[config.mk]
export PLATFORM = sky130hd
export DESIGN_NAME = farey_sequence_generator_core
export DESIGN_NICKNAME = d
export VERILOG_FILES = /design/src/rtl/core/fsg_pkg.sv /design/src/rtl/core/fsg_div.sv /design/src/rtl/core/farey_sequence_generator_core.sv
export VERILOG_INCLUDE_DIRS = /design/src /design/src/rtl/core
export SDC_FILE = /design/constraint.sdc
export NUM_CORES = 1
export LEC_CHECK = 0
export BUFFER_PORTS_ARGS = -buffer_cell sky130_fd_sc_hd__buf_2
export CAP_MARGIN = 15
export CORE_ASPECT_RATIO = 0.7
export CORE_UTILIZATION = 50
export CTS_CLUSTER_DIAMETER = 120
export DETAILED_ROUTE_END_ITERATION = 6
export HOLD_SLACK_MARGIN = 0.15
export MAX_ROUTING_LAYER = met4
export PLACE_DENSITY_LB_ADDON = 0.2
export SYNTH_ARGS = -nofsm -noshare
export SYNTH_HDL_FRONTEND = slang
export SYNTH_HIERARCHICAL = 1
export SYNTH_SLANG_ARGS = --single-unit
[constraint.sdc]
create_clock -name clk -period 6.8 [get_ports clk]
set_input_delay 0.34 -clock clk [delete_from_list [all_inputs] [get_ports clk]]
set_output_delay 0.34 -clock clk [all_outputs]
set_load 0.02 [all_outputs]
[src/rtl/core/farey_sequence_generator_core_defines.svh]
// Assertion macros shared by the Farey sequence generator RTL.
// Each macro expects a clock named clk and an active-low reset named arst_n in scope.
`ifndef FAREY_SEQUENCE_GENERATOR_CORE_DEFINES_SVH
`define FAREY_SEQUENCE_GENERATOR_CORE_DEFINES_SVH

// Same-cycle implication, checked outside reset.
`define FSG_ASSERT_NOW(lbl, ante, cons, msg) \
	lbl: assert property (@(posedge clk) disable iff (!arst_n) (ante) |-> (cons)) \
		else $error(msg);

// Next-cycle implication, checked outside reset.
`define FSG_ASSERT_NEXT(lbl, ante, cons, msg) \
	lbl: assert property (@(posedge clk) disable iff (!arst_n) (ante) |=> (cons)) \
		else $error(msg);

`endif

[src/rtl/core/fsg_pkg.sv]
// Shared widths, phase codes and divider status type for the Farey sequence generator.
// No dependencies; used by fsg_div and farey_sequence_generator_core.
package fsg_pkg;

	localparam int ORDER_W = 8;
	localparam int DIVD_W  = ORDER_W + 1;
	localparam int CNT_W   = $clog2(DIVD_W);
	localparam int WIDE_W  = 2 * ORDER_W + 1;
	localparam int PROD_W  = WIDE_W + ORDER_W;

	// Sequence phase codes.
	localparam logic [1:0] PH_FIRST  = 2'd0;
	localparam logic [1:0] PH_SECOND = 2'd1;
	localparam logic [1:0] PH_REC    = 2'd2;
	localparam logic [1:0] PH_SPARE  = 2'd3;

	typedef struct packed {
		logic busy;
		logic done;
	} div_stat_t;

endpackage

[src/rtl/core/fsg_div.sv]
// Restoring divider, one quotient bit per cycle, for the Farey recurrence.
// Depends on fsg_pkg for widths and the status struct.
module fsg_div (
	input  logic                        clk,
	input  logic                        arst_n,
	input  logic                        start,
	input  logic [fsg_pkg::DIVD_W-1:0]  dividend,
	input  logic [fsg_pkg::ORDER_W-1:0] divisor,
	output logic [fsg_pkg::DIVD_W-1:0]  quotient,
	output fsg_pkg::div_stat_t          stat
);
	import fsg_pkg::*;

	logic [ORDER_W-1:0] rem_q;
	logic [DIVD_W-1:0]  quo_q;
	logic [ORDER_W-1:0] dsr_q;
	logic [CNT_W-1:0]   cnt_q;
	logic               busy_q;
	logic               done_q;
	logic [ORDER_W:0]   trial;
	logic [ORDER_W:0]   diff;
	logic               fits;

	// Shift the next dividend bit into the partial remainder and try a subtract.
	assign trial = {rem_q, quo_q[DIVD_W-1]};
	assign diff  = trial - {1'b0, dsr_q};
	assign fits  = trial >= {1'b0, dsr_q};

	always_ff @(posedge clk or negedge arst_n) begin
		if (!arst_n) begin
			busy_q <= 1'b0;
			done_q <= 1'b0;
			cnt_q  <= '0;
		end else begin
			done_q <= 1'b0;
			if (start) begin
				busy_q <= 1'b1;
				cnt_q  <= CNT_W'(DIVD_W - 1);
			end else if (busy_q) begin
				if (cnt_q == '0) begin
					busy_q <= 1'b0;
					done_q <= 1'b1;
				end else begin
					cnt_q <= cnt_q - 1'b1;
				end
			end
		end
	end

	always_ff @(posedge clk) begin
		if (start) begin
			rem_q <= '0;
			quo_q <= dividend;
			dsr_q <= divisor;
		end else if (busy_q) begin
			rem_q <= fits ? diff[ORDER_W-1:0] : trial[ORDER_W-1:0];
			quo_q <= {quo_q[DIVD_W-2:0], fits};
		end
	end

	assign quotient  = quo_q;
	assign stat.busy = busy_q;
	assign stat.done = done_q;

endmodule

[src/rtl/core/farey_sequence_generator_core.sv]
// Farey sequence generator top level: sequencer, shared multiplier and output register.
// Depends on fsg_pkg, fsg_div and farey_sequence_generator_core_defines.svh.
//
//  channel | signals                               | direction
//  --------+---------------------------------------+----------
//  in      | in_valid, in_ready, restart           | in
//  out     | out_valid, out_ready, numerator,      | out
//          | denominator, last                     |
//  cfg     | cfg_we, cfg_wdata (order)             | in
//
// A fresh 0/1, the term 1/n and the 1/1 of order one go into the result registers on accept.
// A recurrence term passes the bit-serial divider, six steps for the products, subtractions
// and checks, and the output register; a term cut short to 1/1 by a range check ends early
// at S_SUB or S_CHK. in_ready is high only while the sequencer is idle; a finished result
// waits in the result registers, and the sequencer holds in S_DONE until the output register
// can take it. Reset sets order to 1 and starts the sequence at 0/1.
`include "farey_sequence_generator_core_defines.svh"

module farey_sequence_generator_core (
	input  logic                        clk,
	input  logic                        arst_n,
	input  logic                        cfg_we,
	input  logic [fsg_pkg::ORDER_W-1:0] cfg_wdata,
	input  logic                        in_valid,
	output logic                        in_ready,
	input  logic                        restart,
	output logic                        out_valid,
	input  logic                        out_ready,
	output logic [fsg_pkg::ORDER_W-1:0] numerator,
	output logic [fsg_pkg::ORDER_W-1:0] denominator,
	output logic                        last
);
	import fsg_pkg::*;

	localparam logic [3:0] S_IDLE = 4'd0;
	localparam logic [3:0] S_DIV  = 4'd1;
	localparam logic [3:0] S_MA   = 4'd2;
	localparam logic [3:0] S_MB   = 4'd3;
	localparam logic [3:0] S_SUB  = 4'd4;
	localparam logic [3:0] S_CHK  = 4'd5;
	localparam logic [3:0] S_MD   = 4'd6;
	localparam logic [3:0] S_CMP  = 4'd7;
	localparam logic [3:0] S_DONE = 4'd8;

	logic [3:0]         state_q;
	logic [ORDER_W-1:0] order_q;
	logic [ORDER_W-1:0] n_eff;
	logic [1:0]         phase_q;
	logic [ORDER_W-1:0] prev_num_q;
	logic [ORDER_W-1:0] prev_den_q;
	logic [ORDER_W-1:0] cur_num_q;
	logic [ORDER_W-1:0] cur_den_q;
	logic [WIDE_W-1:0]  a_q;
	logic [WIDE_W-1:0]  num_q;
	logic [WIDE_W-1:0]  den_q;
	logic [PROD_W-1:0]  c_q;
	logic [PROD_W-1:0]  prod_q;
	logic [WIDE_W-1:0]  mul_x;
	logic [ORDER_W-1:0] mul_y;
	logic [ORDER_W-1:0] res_num_q;
	logic [ORDER_W-1:0] res_den_q;
	logic               res_last_q;
	logic               out_valid_q;
	logic [ORDER_W-1:0] out_num_q;
	logic [ORDER_W-1:0] out_den_q;
	logic               out_last_q;
	logic               accept;
	logic               load_out;
	logic               div_start;
	logic [DIVD_W-1:0]  div_quo;
	div_stat_t          div_stat;
	logic [WIDE_W-1:0]  k_wide;
	logic [WIDE_W-1:0]  b_val;

	assign n_eff    = (order_q == '0) ? ORDER_W'(1) : order_q;
	assign in_ready = (state_q == S_IDLE);
	assign accept   = in_valid && in_ready;
	assign load_out = (state_q == S_DONE) && (!out_valid_q || out_ready);
	assign k_wide   = {{(WIDE_W - DIVD_W){1'b0}}, div_quo};
	assign b_val    = prod_q[WIDE_W-1:0];
	assign div_start = accept && !restart && (phase_q == PH_REC) && (cur_den_q != '0);

	fsg_div u_div (
		.clk      (clk),
		.arst_n   (arst_n),
		.start    (div_start),
		.dividend ({1'b0, prev_den_q} + {1'b0, n_eff}),
		.divisor  (cur_den_q),
		.quotient (div_quo),
		.stat     (div_stat)
	);

	// Operand selection for the shared multiplier; the product is registered.
	always_comb begin
		unique case (state_q)
			S_MA: begin
				mul_x = k_wide;
				mul_y = cur_num_q;
			end
			S_MB: begin
				mul_x = k_wide;
				mul_y = cur_den_q;
			end
			S_CHK: begin
				mul_x = num_q;
				mul_y = cur_den_q;
			end
			S_MD: begin
				mul_x = den_q;
				mul_y = cur_num_q;
			end
			default: begin
				mul_x = '0;
				mul_y = '0;
			end
		endcase
	end

	always_ff @(posedge clk) begin
		prod_q <= PROD_W'(mul_x) * PROD_W'(mul_y);
		if (state_q == S_MB)
			a_q <= prod_q[WIDE_W-1:0];
		if (state_q == S_SUB) begin
			num_q <= a_q - WIDE_W'(prev_num_q);
			den_q <= b_val - WIDE_W'(prev_den_q);
		end
		if (state_q == S_MD)
			c_q <= prod_q;
		if (load_out) begin
			out_num_q  <= res_num_q;
			out_den_q  <= res_den_q;
			out_last_q <= res_last_q;
		end
	end

	always_ff @(posedge clk or negedge arst_n) begin
		if (!arst_n) begin
			order_q <= ORDER_W'(1);
		end else if (cfg_we) begin
			order_q <= cfg_wdata;
		end
	end

	always_ff @(posedge clk or negedge arst_n) begin
		if (!arst_n) begin
			out_valid_q <= 1'b0;
		end else if (load_out) begin
			out_valid_q <= 1'b1;
		end else if (out_ready) begin
			out_valid_q <= 1'b0;
		end
	end

	// Sequencer. A term that fails any range check ends the sequence with 1/1.
	always_ff @(posedge clk or negedge arst_n) begin
		if (!arst_n) begin
			state_q    <= S_IDLE;
			phase_q    <= PH_FIRST;
			prev_num_q <= '0;
			prev_den_q <= ORDER_W'(1);
			cur_num_q  <= ORDER_W'(1);
			cur_den_q  <= ORDER_W'(1);
			res_num_q  <= '0;
			res_den_q  <= '0;
			res_last_q <= 1'b0;
		end else begin
			unique case (state_q)
				S_IDLE: begin
					if (accept) begin
						if (restart || phase_q == PH_FIRST || phase_q == PH_SPARE) begin
							prev_num_q <= '0;
							prev_den_q <= ORDER_W'(1);
							phase_q    <= PH_SECOND;
							res_num_q  <= '0;
							res_den_q  <= ORDER_W'(1);
							res_last_q <= 1'b0;
							state_q    <= S_DONE;
						end else if (phase_q == PH_SECOND) begin
							if (n_eff == ORDER_W'(1)) begin
								phase_q    <= PH_FIRST;
								res_num_q  <= ORDER_W'(1);
								res_den_q  <= ORDER_W'(1);
								res_last_q <= 1'b1;
							end else begin
								prev_num_q <= '0;
								prev_den_q <= ORDER_W'(1);
								cur_num_q  <= ORDER_W'(1);
								cur_den_q  <= n_eff;
								phase_q    <= PH_REC;
								res_num_q  <= ORDER_W'(1);
								res_den_q  <= n_eff;
								res_last_q <= 1'b0;
							end
							state_q <= S_DONE;
						end else if (cur_den_q == '0) begin
							phase_q    <= PH_FIRST;
							res_num_q  <= ORDER_W'(1);
							res_den_q  <= ORDER_W'(1);
							res_last_q <= 1'b1;
							state_q    <= S_DONE;
						end else begin
							state_q <= S_DIV;
						end
					end
				end
				S_DIV: begin
					if (div_stat.done)
						state_q <= S_MA;
				end
				S_MA: state_q <= S_MB;
				S_MB: state_q <= S_SUB;
				S_SUB: begin
					if (a_q < WIDE_W'(prev_num_q) || b_val <= WIDE_W'(prev_den_q)) begin
						phase_q    <= PH_FIRST;
						res_num_q  <= ORDER_W'(1);
						res_den_q  <= ORDER_W'(1);
						res_last_q <= 1'b1;
						state_q    <= S_DONE;
					end else begin
						state_q <= S_CHK;
					end
				end
				S_CHK: begin
					if (den_q[WIDE_W-1:ORDER_W] != '0 || num_q >= den_q) begin
						phase_q    <= PH_FIRST;
						res_num_q  <= ORDER_W'(1);
						res_den_q  <= ORDER_W'(1);
						res_last_q <= 1'b1;
						state_q    <= S_DONE;
					end else begin
						state_q <= S_MD;
					end
				end
				S_MD: state_q <= S_CMP;
				S_CMP: begin
					// The new term must lie strictly above the current one.
					if (c_q <= prod_q) begin
						phase_q    <= PH_FIRST;
						res_num_q  <= ORDER_W'(1);
						res_den_q  <= ORDER_W'(1);
						res_last_q <= 1'b1;
					end else begin
						prev_num_q <= cur_num_q;
						prev_den_q <= cur_den_q;
						cur_num_q  <= num_q[ORDER_W-1:0];
						cur_den_q  <= den_q[ORDER_W-1:0];
						res_num_q  <= num_q[ORDER_W-1:0];
						res_den_q  <= den_q[ORDER_W-1:0];
						res_last_q <= 1'b0;
					end
					state_q <= S_DONE;
				end
				S_DONE: begin
					if (load_out)
						state_q <= S_IDLE;
				end
				default: state_q <= S_IDLE;
			endcase
		end
	end

	assign out_valid   = out_valid_q;
	assign numerator   = out_num_q;
	assign denominator = out_den_q;
	assign last        = out_last_q;

	`FSG_ASSERT_NEXT(a_busy_after_accept, accept, !in_ready, "input accepted while busy")
	`FSG_ASSERT_NOW(a_div_done_in_div, div_stat.done, state_q == S_DIV, "stray divider done")
	`FSG_ASSERT_NOW(a_last_is_one, out_valid && last, numerator == 1 && denominator == 1,
		"last term is not 1/1")
	`FSG_ASSERT_NOW(a_term_below_one, out_valid && !last, numerator < denominator,
		"non-final term is not a proper fraction")

endmodule
==> reports/qor.yml <==
globalRouteOverflowTotal: 0
multi_input_comb_area_mm2: 0.00789
global_route_wire_length_before_repair_mm: 58.6
placeableCoreArea_mm2: 0.0283
crit_family: "adder cells"
critical_path_peak_fanout: 14
drt.antenna.violating_nets: 0
worstSetupEndpointType: "register"
first_global_vias: 10100
timing.critical_path.arrival_ns: 6.84
finClkSkew_ns: 0.0154
critPathRequiredTime_ns: 7.25
maxClockFrequency_mhz: 157
worst_path_largest_cell_delay_ns: 0.73
syn-cell-area_mm2: 0.0146
yosys_warnings: 6
min-delay-path-class: "in -> reg"
final_min_period_over_clock_period_pct: 93.9
period_needed_ns: 6.38
drtIter0Drc: 909
setup_total_negative_slack_ns: 0
power.density_mw_per_mm2: 232
rows: 51
clock_latency_of_the_later_clocked_register_in_the_worst_skew_pair_ns: 0.53
design.final.nets: 1688
report.final.hold_viol_count: 0
share_of_final_layout_standard_cells_stronger_than_drive_strength_1_pct: 12.0
area_growth_syn_to_layout_pct: 10.5
portBuffers: 32
detail_route.first_pass.iterations: 7
switchingPower_w: 0.00114
top_layer_used: "met4"
p_sw_share_pct: 30.3
grt_util_all_layers_pct: 26.5
synth_area_per_cell_um2: 10.4
ctsHtreeMaxLevel: 1
post_cts.resized_instances: 0
status: "complete, but fails checks"
via_total_after_detailed_routing: 10400
cts.sinks: 213
finalSetupViolCount: 0
pin_count_of_the_biggest_net_entering_global_routing: 71
worst_slew_margin_rel_pct: 25.6
number_of_ports_placed_on_the_die_boundary: 33
hpwlAfterDp_mm: 28.8
met1_length_mm: 18.6
wl_per_cell_um: 19.9
clockPowerShare_pct: 35.1
met2RoutedLength_mm: 13.7
worstMarginPinSlew_ns: 1.11
critical-path-slowest-cell: "sky130_fd_sc_hd__a22oi_1"
cp_most_frequent_cell: "sky130_fd_sc_hd__fa_1"
detail_route.wirelength_mm: 36.8
setup_repair_after_global_routing_missed_its_margin: "false"
cts-buffers-inserted: 23
power.static_leakage_nw: 7.09
die_y_um: 145
violations_in_the_final_reports: "DRC"
synth_fp_nets: 1637
internal_power_w: 0.00261
worst_setup_hold_path_clk_slew_ns: 0.07
pwr-share-seq_pct: 44.4
insertedDiodeCount: 0
die_area_mm2: 0.0300
worst_ir_drop_on_vdd_uv: 154
comb_power_share_pct: 20.5
timing.final.max_slew_violations: 0
tritoncts: "built"
cap_violations: 0
critical_path_buf_inv_count: 4
routed_via_density: 5.63
place.gp.congestion: 0.932
starting_density_of_the_core_pct: 51.7
netlist_instances: 1408
kind_of_launch_point_of_the_worst_setup_path: "register"
critPathKind: "reg -> reg"
finalPower_w: 0.00375
regArea_mm2: 0.00572
fillCellCount: 2444
number_of_antenna_violations_at_the_first_check_in_global_routing: 0
chipWidth_um: 206
drc_errors: 4
wl_met3_mm: 3.87
cts.path.max_buffers: 3
timing.critical_path.cells: "nand2b_1 > nor2_1 > buf_4 > buf_4 > a22oi_1 > nor2_1 > fa_1 > fa_1 > fa_1 > inv_1 > fa_1 > inv_1 > ha_1 > and2_1 > a211o_1 > or3_1 > o221ai_1 > o21ai_1 > nand2_1 > o21a_1 > xnor2_1"
clock-root-buffer: "sky130_fd_sc_hd__clkbuf_16"
## worst paths after layout
check / start / to / slack, ns / cells past startpoint
worst max register to register: state_q[0] / prod_q[24] / 0.42 / 21
worst min register to register: prod_q[17] / c_q[17] / 0.43 / 0
min in group asynchronous: arst_n / u_div/cnt_q[1] / 0.47 / 2
worst max-delay path: state_q[0] / prod_q[24] / 0.42 / 21
max in group asynchronous: arst_n / out_valid / 5.65 / 2
worst min-delay path: cfg_we / order_q[1] / 0.19 / 2
## state kept, by name, summed over array words and instances, names as in the netlist, 2 cells and up
register        count
denominator         8
phase_q             2
u_div/dsr_q         8
num_q              17
res_num_q           8
u_div/cnt_q         4
u_div/quotient      9
state_q             4
prod_q             25
numerator           8
order_q             8
c_q                25
res_den_q           8
prev_den_q          8
cur_den_q           8
cur_num_q           8
den_q              17
u_div/rem_q         8
a_q                17
prev_num_q          8
## cells in the final DEF (no fill, tap or decap), drive strengths merged, types with 40 or more instances in the layout
cell	n
inv	220
nor2	174
ha	121
edfxtp	110
fa	94
dfrtp	66
buf	61
nand2	60
o21ai	43
xnor2	40
## stage by stage
| step | setup slack (ns) | util (%) | cell area (µm²) | hold slack (ns) | instances |
|---|---|---|---|---|---|
| 4_1_cts | 0.150 | 56.9 | 16100 | 0.179 | 1834 |
| 6_report | 0.416 | 57.2 | 16200 | 0.188 | 1847 |
| 5_1_grt | 0.119 | 57.2 | 16200 | 0.236 | 1847 |
| 3_5_place_dp | 0.222 | 53.7 | 15200 | 0.415 | 1782 |
| 3_3_place_gp | 0.369 | 53.7 | 15200 | 0.413 | 1782 |
| 2_1_floorplan | 0.203 | - | 14600 | 0.0444 | 1408 |
## area by class of cell
class / count / share of cell area (%)
multi-input combinational: 933 / 48.8
sequential: 213 / 35.4
tap: 371 / 2.87
inverter: 217 / 5.04
timing repair buffer: 71 / 2.97
clock inverter: 9 / 0.696
clock buffer: 33 / 4.23
## power by group through the flow
stage	logic (W)	clock network, W	registers (W)
after floorplan	0.000540	0	0.00167
after global placement	0.000732	0	0.00168
after detailed placement	0.000747	0	0.00169
after CTS	0.000756	0.00134	0.00166
after global routing	0.000851	0.00139	0.00168
final	0.000770	0.00132	0.00167
## metal layers
layer	global-route usage, %	vias up
met3	7.32	54
met4	5.00	0
met1	42.8	5062
met2	31.9	398
li1	-	4881
met5	-	-
## what timing repair did
action | 4_1_cts | 5_1_grt
hold buffers | 10 | 0
setup buffers | 0 | 13
setup endpoints to repair | 0 | 5
endpoints found under the hold margin | 75 | 0
(Power assumes the default switching activity.)
